`src/rtl/modexp_pkg.sv`:
```
// shared widths for the modular exponentiation block
package modexp_pkg;

    // operand width of base, exponent and modulus (8 to 32)
    localparam int OPERAND_WIDTH = 32;

    // width of the external fields
    localparam int FIELD_WIDTH = 32;

    // bit counter of the serial multiplier, holds 0..OPERAND_WIDTH
    localparam int COUNT_WIDTH = $clog2(OPERAND_WIDTH + 1);

    typedef logic [OPERAND_WIDTH-1:0] operand_t;
    typedef logic [COUNT_WIDTH-1:0]   count_t;

endpackage

```
`src/rtl/modular_exponentiation.sv`:
```
// modular exponentiation top level: control sequencer, modulus register, result register
//
// Computes base ** exponent mod modulus by right-to-left square-and-multiply. The
// modulus is written through its own valid/ready port (always ready, reset value 1)
// and must only be changed while no transaction is in flight. Each accepted operand
// transaction yields exactly one power_result transaction. An exponent of zero gives
// 1 without reduction (even for modulus 1); a zero modulus with a nonzero exponent
// gives 0. All arithmetic goes through one bit-serial modular multiplier that takes
// one multiplier bit per cycle. The base is first reduced by one pass of that unit,
// then every exponent bit up to the highest set bit costs one pass through the
// sequencing state, one squaring, and one multiplication when the bit is set (the
// squaring starts right behind the multiplication). A zero exponent or zero modulus
// skips the multiplier and goes straight to the finish state. A held result adds its
// stall on top only when the next result is ready before the held one is taken. One
// transaction is worked on at a time; a new one is taken as soon as the sequencer is
// idle, even while the previous result still waits in the output register.
module modular_exponentiation
    import modexp_pkg::*;
(
    input  logic                   clk,
    input  logic                   rst_n,
    // configuration write channel
    input  logic                   modulus_valid,
    output logic                   modulus_ready,
    input  logic [FIELD_WIDTH-1:0] modulus,
    // operand channel
    input  logic                   operands_valid,
    output logic                   operands_ready,
    input  logic [FIELD_WIDTH-1:0] base,
    input  logic [FIELD_WIDTH-1:0] exponent,
    // result channel
    output logic                   power_result_valid,
    input  logic                   power_result_ready,
    output logic [FIELD_WIDTH-1:0] power_result
);

    localparam int W = OPERAND_WIDTH;

    typedef enum logic [5:0] {
        ST_IDLE   = 6'b000001,  // waiting for an operand transaction
        ST_REDUCE = 6'b000010,  // base mod n running
        ST_STEP   = 6'b000100,  // decide on the next exponent bit
        ST_MUL    = 6'b001000,  // acc * base mod n running
        ST_SQR    = 6'b010000,  // base * base mod n running
        ST_FINISH = 6'b100000   // hand result to the output register
    } state_t;

    state_t state_reg;
    state_t state_next;

    logic [FIELD_WIDTH-1:0] modulus_reg;
    logic [FIELD_WIDTH-1:0] modulus_next;

    operand_t n_op;
    operand_t one_mod_n;

    operand_t acc_reg;
    operand_t acc_next;
    operand_t b_reg;
    operand_t b_next;
    operand_t e_reg;
    operand_t e_next;
    operand_t res_reg;
    operand_t res_next;

    logic [FIELD_WIDTH-1:0] out_reg;
    logic [FIELD_WIDTH-1:0] out_next;
    logic                   out_valid_reg;
    logic                   out_valid_next;

    logic     in_fire;
    logic     out_free;
    logic     mm_start;
    operand_t mm_a;
    operand_t mm_b;
    logic     mm_done;
    operand_t mm_product;

    // only the low operand bits of the modulus take part
    assign n_op      = modulus_reg[W-1:0];
    assign one_mod_n = (n_op == operand_t'(1)) ? '0 : operand_t'(1);

    assign modulus_ready  = 1'b1;
    assign operands_ready = (state_reg == ST_IDLE);
    assign in_fire        = operands_valid && operands_ready;
    assign out_free       = !out_valid_reg || power_result_ready;

    always_comb
    begin
        modulus_next = modulus_reg;
        if (modulus_valid)
        begin
            modulus_next = modulus;
        end
    end

    // sequencer
    always_comb
    begin
        state_next     = state_reg;
        acc_next       = acc_reg;
        b_next         = b_reg;
        e_next         = e_reg;
        res_next       = res_reg;
        out_next       = out_reg;
        out_valid_next = out_valid_reg;
        mm_start       = 1'b0;
        mm_a           = b_reg;
        mm_b           = b_reg;

        if (out_valid_reg && power_result_ready)
        begin
            out_valid_next = 1'b0;
        end

        unique case (state_reg)
            ST_IDLE:
            begin
                if (in_fire)
                begin
                    e_next   = exponent[W-1:0];
                    acc_next = one_mod_n;
                    if (exponent[W-1:0] == '0)
                    begin
                        // zero exponent gives 1, not reduced
                        res_next   = operand_t'(1);
                        state_next = ST_FINISH;
                    end
                    else if (n_op == '0)
                    begin
                        res_next   = '0;
                        state_next = ST_FINISH;
                    end
                    else
                    begin
                        // base mod n as base * (1 mod n)
                        mm_start   = 1'b1;
                        mm_a       = base[W-1:0];
                        mm_b       = one_mod_n;
                        state_next = ST_REDUCE;
                    end
                end
            end
            ST_REDUCE:
            begin
                if (mm_done)
                begin
                    b_next     = mm_product;
                    state_next = ST_STEP;
                end
            end
            ST_STEP:
            begin
                if (e_reg == '0)
                begin
                    res_next   = acc_reg;
                    state_next = ST_FINISH;
                end
                else if (e_reg[0])
                begin
                    mm_start   = 1'b1;
                    mm_a       = acc_reg;
                    mm_b       = b_reg;
                    state_next = ST_MUL;
                end
                else
                begin
                    mm_start   = 1'b1;
                    state_next = ST_SQR;
                end
            end
            ST_MUL:
            begin
                if (mm_done)
                begin
                    acc_next   = mm_product;
                    mm_start   = 1'b1;
                    state_next = ST_SQR;
                end
            end
            ST_SQR:
            begin
                if (mm_done)
                begin
                    b_next     = mm_product;
                    e_next     = {1'b0, e_reg[W-1:1]};
                    state_next = ST_STEP;
                end
            end
            ST_FINISH:
            begin
                // wait for the output register to free up
                if (out_free)
                begin
                    out_next       = FIELD_WIDTH'(res_reg);
                    out_valid_next = 1'b1;
                    state_next     = ST_IDLE;
                end
            end
            default:
            begin
                state_next = ST_IDLE;
            end
        endcase
    end

    modexp_modmul u_modmul (
        .clk     (clk),
        .rst_n   (rst_n),
        .start   (mm_start),
        .mul_a   (mm_a),
        .mul_b   (mm_b),
        .modulus (n_op),
        .done    (mm_done),
        .product (mm_product)
    );

    always_ff @(posedge clk or negedge rst_n)
    begin
        if (!rst_n)
        begin
            state_reg     <= ST_IDLE;
            modulus_reg   <= FIELD_WIDTH'(1);
            out_valid_reg <= 1'b0;
        end
        else
        begin
            state_reg     <= state_next;
            modulus_reg   <= modulus_next;
            out_valid_reg <= out_valid_next;
        end
    end

    // datapath registers
    always_ff @(posedge clk)
    begin
        acc_reg <= acc_next;
        b_reg   <= b_next;
        e_reg   <= e_next;
        res_reg <= res_next;
        out_reg <= out_next;
    end

    assign power_result_valid = out_valid_reg;
    assign power_result       = out_reg;

endmodule

```
`src/rtl/modexp_modmul.sv`:
```
// bit-serial interleaved modular multiplier, one multiplier bit per cycle
module modexp_modmul
    import modexp_pkg::*;
(
    input  logic     clk,
    input  logic     rst_n,
    input  logic     start,
    input  operand_t mul_a,
    input  operand_t mul_b,
    input  operand_t modulus,
    output logic     done,
    output operand_t product
);

    localparam int W = OPERAND_WIDTH;

    typedef logic [W+1:0] wide_t;

    operand_t a_sh_reg;
    operand_t a_sh_next;
    operand_t b_reg;
    operand_t b_next;
    operand_t r_reg;
    operand_t r_next;
    count_t   cnt_reg;
    count_t   cnt_next;
    logic     busy_reg;
    logic     busy_next;
    logic     done_reg;
    logic     done_next;

    wide_t sum;
    wide_t n_one;
    wide_t n_two;

    // r = 2r + bit*b, then bring back below n (at most two subtractions)
    always_comb
    begin
        n_one = wide_t'(modulus);
        n_two = wide_t'({modulus, 1'b0});
        sum   = wide_t'({r_reg, 1'b0}) + (a_sh_reg[W-1] ? wide_t'(b_reg) : '0);
    end

    always_comb
    begin
        a_sh_next = a_sh_reg;
        b_next    = b_reg;
        r_next    = r_reg;
        cnt_next  = cnt_reg;
        busy_next = busy_reg;
        done_next = 1'b0;
        if (start)
        begin
            a_sh_next = mul_a;
            b_next    = mul_b;
            r_next    = '0;
            cnt_next  = count_t'(W);
            busy_next = 1'b1;
        end
        else if (busy_reg)
        begin
            a_sh_next = {a_sh_reg[W-2:0], 1'b0};
            if (sum >= n_two)
            begin
                r_next = operand_t'(sum - n_two);
            end
            else if (sum >= n_one)
            begin
                r_next = operand_t'(sum - n_one);
            end
            else
            begin
                r_next = operand_t'(sum);
            end
            cnt_next = cnt_reg - count_t'(1);
            if (cnt_reg == count_t'(1))
            begin
                busy_next = 1'b0;
                done_next = 1'b1;
            end
        end
    end

    always_ff @(posedge clk or negedge rst_n)
    begin
        if (!rst_n)
        begin
            cnt_reg  <= '0;
            busy_reg <= 1'b0;
            done_reg <= 1'b0;
        end
        else
        begin
            cnt_reg  <= cnt_next;
            busy_reg <= busy_next;
            done_reg <= done_next;
        end
    end

    always_ff @(posedge clk)
    begin
        a_sh_reg <= a_sh_next;
        b_reg    <= b_next;
        r_reg    <= r_next;
    end

    assign done    = done_reg;
    assign product = r_reg;

endmodule

```
`config.mk`:
```
export PLATFORM = sky130hd
export DESIGN_NAME = modular_exponentiation
export DESIGN_NICKNAME = d
export VERILOG_FILES = /design/src/rtl/modexp_pkg.sv /design/src/rtl/modular_exponentiation.sv /design/src/rtl/modexp_modmul.sv
export SDC_FILE = /design/constraint.sdc
export NUM_CORES = 1
export LEC_CHECK = 0
export BUFFER_PORTS_ARGS = -buffer_cell sky130_fd_sc_hd__clkbuf_2
export CORE_MARGIN = 1.5
export CORE_UTILIZATION = 55
export CTS_CLUSTER_SIZE = 8
export DETAILED_ROUTE_END_ITERATION = 10
export GPL_ROUTABILITY_DRIVEN = 0
export GPL_TIMING_DRIVEN = 0
export HOLD_SLACK_MARGIN = 0.12
export PLACE_DENSITY = 0.75
export SYNTH_ARGS = -nofsm -noshare
export SYNTH_HDL_FRONTEND = slang
export SYNTH_SLANG_ARGS = --single-unit
```
`constraint.sdc`:
```
create_clock -name clk -period 13.68 [get_ports clk]
set_clock_uncertainty 0.15 [all_clocks]
set_input_delay 1.368 -clock clk [delete_from_list [all_inputs] [get_ports clk]]
set_output_delay 1.368 -clock clk [all_outputs]
set_load 0.02 [all_outputs]
```
==> results.md, run 1 <==
- In this run, synthesis inferred 224 flip-flops with an integrated enable.
- The global-route wire length before repair is 69.8 mm.
- The final period demand of the worst path is between 7000 and 8000 ps.
- The number of placed I/O pins is 136.
- CTS placed an instance of clkbuf_16 at the clock tree root.
- At the pin with the least slew margin, the transition time is 1360 ps.
- The clock net sink count is 303.
- From synthesis to final layout, the design area changed by 14.7%.
- The worst hold-check path type is flop to flop.
- Using the TritonRoute via totals, the vias-per-cell ratio works out to 6.05.
- The number of H-tree levels is 2.
- Max-cap violations in this run came to 0.
- For this run, the total global-route usage over all layers was measured as 27.2%.
- The cell area after technology mapping is roughly 17,000 sq um.
- Sorting the synthesized cells by area gives the leading types as edfxtp_1 39%, ha_1 7.0%, dfrtp_1 6.5%.
- The number of cells on the worst reg-to-reg path is 25.
- The number of port buffers is 133.
- The synthesis-stage register bit count is 303.
- The count of final max-slew check failures is 0.
- After synthesis, the share of flip-flops with an asynchronous set or reset is about 16%.
- Measured along the y axis, the die boundary spans 181 microns.
- Once the floorplan was initialized, standard cells occupied ~56% of the core.
- The endpoint of the worst-slack reg-to-reg timing path is u_modmul.product[9].
- The worst hold path begins at res_reg[10].
- The count of inserted antenna diode cells is 0.
- The startpoint identified for the worst register-to-register timing path is u_modmul.a_sh_reg[31].
- The critical path start-end classification is flop to flop.
- Along the worst path, the maximum fanout reaches 10.
- Clock tree synthesis inserted a total of 44 buffers.
- The run finished with clean final reports.
- After global routing the overflow that remains totals 0.
- The vias after detailed routing is 13,700.
- The required time of the critical path is 13,950 ps.
- The worst-case register-to-register setup slack is 6380 ps.
- The portion of synthesized cell area occupied by the leading cell type is roughly two fifths.
- In the final layout, the share of cells above drive strength 1 is 13.8%.
- The die is around 180 microns wide.
- The final antenna-violating net count is 0.
- The share of the cycle needed by the critical path after routing is 53.4%.
- The synthesized design spends more area on one cell type than any other, namely edfxtp_1.
- Setup repair after global routing left no endpoint under its margin.
- The number of detailed-route iterations in the first pass is 6.
- The worst setup path endpoint is u_modmul.product[9].
- After clock tree synthesis, the clock-pin slew on the worst setup and hold paths is about 50 ps.
- The final layout contains 2,026 nets.
- The number of cells in the design after placement is 2,175.
- No sink is reached through more buffers than the 3 on the longest clock path.
- The distinct cell type count after synthesis is 86.
- The critical path starts at u_modmul.a_sh_reg[31].
- Synthesis produced a netlist whose cell count is 1,643.
- The HPWL reported at the end of detailed placement is 33.8 mm.
- The TritonCTS clock tree is built.
- Headroom to the max-slew limit came out at 9.48%.
- The number of cell rows is between 60 and 70.
- Leaving out fill and tap cells, the most frequent cells in the layout are 224 x edfxtp_1, 134 x clkbuf_2, 130 x nand2_1.
- The final wirelength is 44.6 mm.
- Sequential cells were found to cover 49.3% of the synthesized design area.
- Data arrives at the worst endpoint at about 7600 ps.
- The detailed router finished its first iteration with 1,402 violations.
- Dividing the synthesized area by the synthesized cell count gives 10.6 sq um.
- The library cell used most frequently in the layout, excluding fill and tap cells, is edfxtp_1.
- Synthesis produced a netlist with a net count of 1,844.
- After detailed routing, the number of remaining DRC violations is 0.
- The worst setup path is captured at a flop.
- After clock tree synthesis, the setup repair step added 0 buffers.
- The total of warnings raised by yosys is 0.
- The maximum operating frequency is 0.137 GHz.
- Setup violations remaining at the end of the flow were counted as 0.
- After detailed routing, the average wire length per cell comes to 19.8 microns.
- Entering global routing, the biggest net connects 48 pins.
- The sort of element at the start of the critical path is a flop.
- For the final routed database, the setup TNS stands at 0 ps.
- The post-layout instance count excluding filler cells is 2,257.
- The number of filler instances in the final layout is 2,412.
- The via count of the first global-routing pass is 13,100.
- For this design, the CTS-stage hold fixing added 0 buffers.
- The number of antenna violations at the first check in global routing was 0.
- The die covers 32,600 sq um.
- The clock latency at the later pin of the worst-skew pair is 560 ps.
- The post-cts repair resize count is 0.
- The number of hold violations in the final report came to 0.
- After floorplanning, the core was sized to cover 30,800 sq um.
- The top flip-flop cell by instance count after synthesis is edfxtp_1.
Yosys cell counts, drive strengths merged (30+ instances only):
cell and n:
nand2 131, nor2b 41, nor2 97, edfxtp 224
a21o 36, inv 68, ha 97, a21oi 106
and2 96, dfrtp 45, mux2 34, o21ai 103
a31oi 31, clkbuf 53, xnor2 58, nand3 30
dfxtp 32
critical path: stages, from the launching register on:
cell and delay, ps:
edfxtp_1 480, clkbuf_1 370, and2_1 210, ha_1 210
inv_1 70, fa_1 400, nor2b_1 160, o31a_1 190
o211ai_1 220, a21boi_1 300, o211ai_1 140, a21boi_0 380
nor4_1 80, nor3_1 520, ha_1 300, nand3_1 150
nor4_1 510, nand3_1 270, nor4_1 550, nor3_1 100
a21oi_1 250, a31o_1 160, or2_1 110, clkbuf_1 230
clkbuf_1 490, o21ai_1 170
worst min path at each step:
| stage | slack (ps) | cells past startpoint | endpoint |
|---|---|---|---|
| floorplan | 250 | 0 | power_result[0] |
| finish | 260 | 0 | power_result[10] |
| CTS | 270 | 0 | power_result[10] |
| detailed placement | 250 | 0 | power_result[26] |
| global placement | 250 | 0 | power_result[17] |
| global route | 270 | 0 | power_result[8] |
area by class of cell:
type                    count  area [sq um]  share of cell area [%]
plain buffers              70           307                    1.54
clock buffers              78          1240                    6.23
clock inverters             4          73.8                   0.371
inverters                  68           255                    1.28
multi-input cells        1202          8260                    41.5
flip-flops and latches    303          8550                    43.0
well taps                 396           495                    2.49
repair buffers            136           708                    3.56
stage by stage:
step	utilization, %	worst slack (ps)	hold slack, ps	cell area [sq um]
after global routing	64.5	6050	272	19900
final	64.5	6380	264	19900
after CTS	64.5	6680	266	19900
after detailed placement	60.2	6740	255	18600
after global placement	60.0	6820	250	18500
after floorplan	-	8670	250	17300
cell families (layout without fill, tap and decap cells):
family,count (synthesis),in the layout,share of synthesized area [%]
muxes,62,62,3.82
DFF,303,303,49.3
buffers and inverters,138,356,3.23
AOI/OAI and AO/OA,445,445,17.0
xor gates and xnor gates,81,81,4.09
other,1,1,0.0216
adders and majority gates,100,100,7.35
and+or+nand+nor,513,513,15.2
layer usage:
| layer | routed length, microns | part of all wire, % | GRT usage (%) | vias up |
|---|---|---|---|---|
| met4 | 1850 | 4.1 | 12.0 | 0 |
| met5 | 0 | 0 | 0 | - |
| li1 | - | - | - | 6480 |
| met1 | 20100 | 45 | 37.7 | 6457 |
| met2 | 19500 | 44 | 42.8 | 612 |
| met3 | 3120 | 7.0 | 3.98 | 102 |
Power of run 1 is left out: the tool's default activity adds up to more than one toggle a clock period on the data nets, which glitch-free logic cannot reach.
==> run 2, diff against run 1 <==
==> constraint.sdc (replaced) <==
create_clock -name clk -period 6.79 [get_ports clk]
set_clock_uncertainty 0.15 [all_clocks]
set_input_delay 0.679 -clock clk [delete_from_list [all_inputs] [get_ports clk]]
set_output_delay 0.679 -clock clk [all_outputs]
set_load 0.02 [all_outputs]
==> run 2 against run 1 <==
  * Worst setup slack worse by 6100 ps
  * Maximum frequency grew 13%
  * Worst hold slack got worse by 88 ps
  * Utilization rose by 0.16 points
  * Final area increased by 0.25%
  * Register-to-register slack got worse by 6100 ps
  * Count of clock-buffer cells in the layout is the same
  * Global-route usage about the same
  * Final cell count did not move
  * Die area is the same
  * Flip-flop and latch count is the same
  * Critical path depth shrank 1
  * Critical endpoint is now u_modmul.product[14]
  * Largest cell class unchanged
==> results.md, run 2 (same netlist as run 1, synthesis figures left out) <==
- The post-detailed-route DRC marker count is 0.
- The net count of the finished layout is 2,026.
- For this block, the routed nets add up to 44.6 mm of wire.
- In this run the worst path has a maximum fanout of 10.
- 0 antenna diodes ended up in the layout.
- The die extent in x is 181 microns.
- The number of antenna violations at the first check in global routing was 0.
- Once the floorplan was initialized, standard cells occupied 56.2% of the core.
- The worst-case clock buffer depth is 3.
- around 140 I/O pins were placed.
- The launching point of the worst reg2reg path is u_modmul.a_sh_reg[31].
- Entering global routing, the biggest net connects between 40 and 50 pins.
- In the layout the commonest cells are 224 x edfxtp_1, 137 x clkbuf_2, 130 x nand2_1.
- The count of final max-slew check failures was 0.
- The share of the cycle needed by the critical path after routing is 95.4%.
- In this run the worst hold path is classified as input pin to flop.
- Clock tree synthesis inserted a total of 44 buffers.
- The number of detailed-route iterations in the first pass is 6.
- In this run the worst setup path begins at u_modmul.a_sh_reg[31].
- The endpoint of the worst-slack reg-to-reg timing path is u_modmul.product[14].
- The sort of element at the start of the critical path is a flop.
- The floorplan die height is between 150 and 200 microns.
- The required time of the critical path is 7050 ps.
- The library cell used most frequently in the layout, excluding fill and tap cells, is edfxtp_1.
- The critical path capture point type is a flop.
- Once layout is complete, the utilization of the core stands at between 60 and 70%.
- The clock latency at the later pin of the worst-skew pair is 560 ps.
- The total grt overflow is 0.
- The root buffer selected by CTS is clkbuf_16.
- In this run the most critical hold path is launched from modulus[10].
- For this design, the CTS-stage hold fixing added 0 buffers.
- The number of hold violations in the final report was 0.
- The vias after detailed routing is between 10,000 and 15,000.
- The ratio of cells with drive above 1 in the final layout is between 10% and 20%.
- The worst pin sits at a relative slew slack of 13.4%.
- The arrival time of data at the critical path endpoint is approximately 6700 ps.
- Based on the critical path, the design can be clocked at up to 0.154 GHz.
- The clock net sink count is 303.
- The terminating pin of the worst hold path is modulus_reg[10].
- The HPWL reported at the end of detailed placement is between 30 and 40 mm.
- The via density per instance is slightly above 6.
- Prior to clock tree synthesis, the placed netlist has a worst setup slack of -151 ps.
- Setup violations remaining at the end of the flow were counted as 0.
- The number of filler instances in the final layout is ~2,400.
- The area added between synthesis and finish is 15.0%.
- During placement, the flow inserted port buffers numbering 133.
- The core region is about 30,000 sq um.
- Counting instances, the worst hold path has a depth of 3.
- The post-CTS setup-driven buffer insertion count is 0.
- The number of cells traversed by the worst register-to-register path is 24.
- The die covers 32,600 sq um.
- The critical path start-end classification is flop to flop.
- The slew of the pin with the lowest slew margin is about 1300 ps.
- The routed wire length per instance is 19.8 microns.
- The run finished with clean final reports.
- The via count of the first global-routing pass is 13,100.
- The final period demand of the worst path is roughly 6500 ps.
- The number of cell rows is 64.
- Global routing used 27.3% of the available tracks across all layers.
- The first routing iteration left 1,381 violations.
- The least setup slack across all paths after layout is 309 ps.
- The first global-routing pass estimated 69.9 mm of wire.
- Once the clock tree was built, the resizer swapped 3 gates to a different size.
- The final antenna-violating net count is 0.
- TritonCTS built the clock tree.
- The worst-case register-to-register setup slack is 310 ps.
- The clock-pin slew on the worst setup and hold paths is 50 ps.
- The number of H-tree levels is 2.
- The max-capacitance violation count is 0.
[run 2: cell counts in the layout (fill, tap and decap cells not counted)]
Identical to the previous run, type by type.
[run 2: final cells by class]
class                      instances  area [sq um]  share of cell area, %
inverter                          68           255                   1.28
timing repair buffer             136           708                   3.55
sequential                       303          8550                   42.9
buffer                            70           310                   1.56
tap                              396           495                   2.49
clock buffer                      78          1240                   6.21
clock inverter                     4          73.8                  0.370
multi-input combinational       1202          8310                   41.7
[run 2: how the worst max path moves through the flow]
stage | slack, ps | endpoint
after CTS | 170 | u_modmul.product[14]
after detailed placement | -150 | u_modmul.product[22]
after floorplan | 1780 | u_modmul.product[14]
final | 310 | u_modmul.product[14]
after global routing | -20 | u_modmul.product[14]
after global placement | -70 | u_modmul.product[4]
[run 2: routing by layer]
| layer | part of all wire, % | vias up | GRT usage, % |
|---|---|---|---|
| met1 | 45 | 6375 | 37.7 |
| met2 | 44 | 653 | 42.8 |
| met5 | 0 | - | 0 |
| met4 | 4.1 | 0 | 12.0 |
| met3 | 7.2 | 119 | 4.00 |
| li1 | - | 6483 | - |
[run 2: worst max-delay path, stage by stage (launching register included)]
cell	delay [ps]
edfxtp_1	480
clkbuf_2	270
and2_1	170
ha_1	200
inv_1	70
fa_1	400
nor2b_1	150
o31a_1	180
o211ai_1	220
a211oi_1	350
nor3_1	110
o21ba_2	210
xnor2_1	390
ha_1	390
a21o_1	200
a21o_1	180
a211oi_1	340
a31oi_1	150
o31ai_1	260
a21oi_1	130
a31o_1	220
buf_2	190
buf_2	220
nor2_1	510
a211oi_2	150
[run 2: stage by stage]
stage	TNS, ps	instance area [sq um]	hold slack [ps]	instances
after floorplan	0	17300	233	1643
after global placement	-717	18500	250	2172
after detailed placement	-1700	18600	255	2175
after CTS	0	19900	169	2257
after global routing	-23.9	19900	184	2257
final	0	19900	176	2257
Power of run 2 is left out for the same reason.
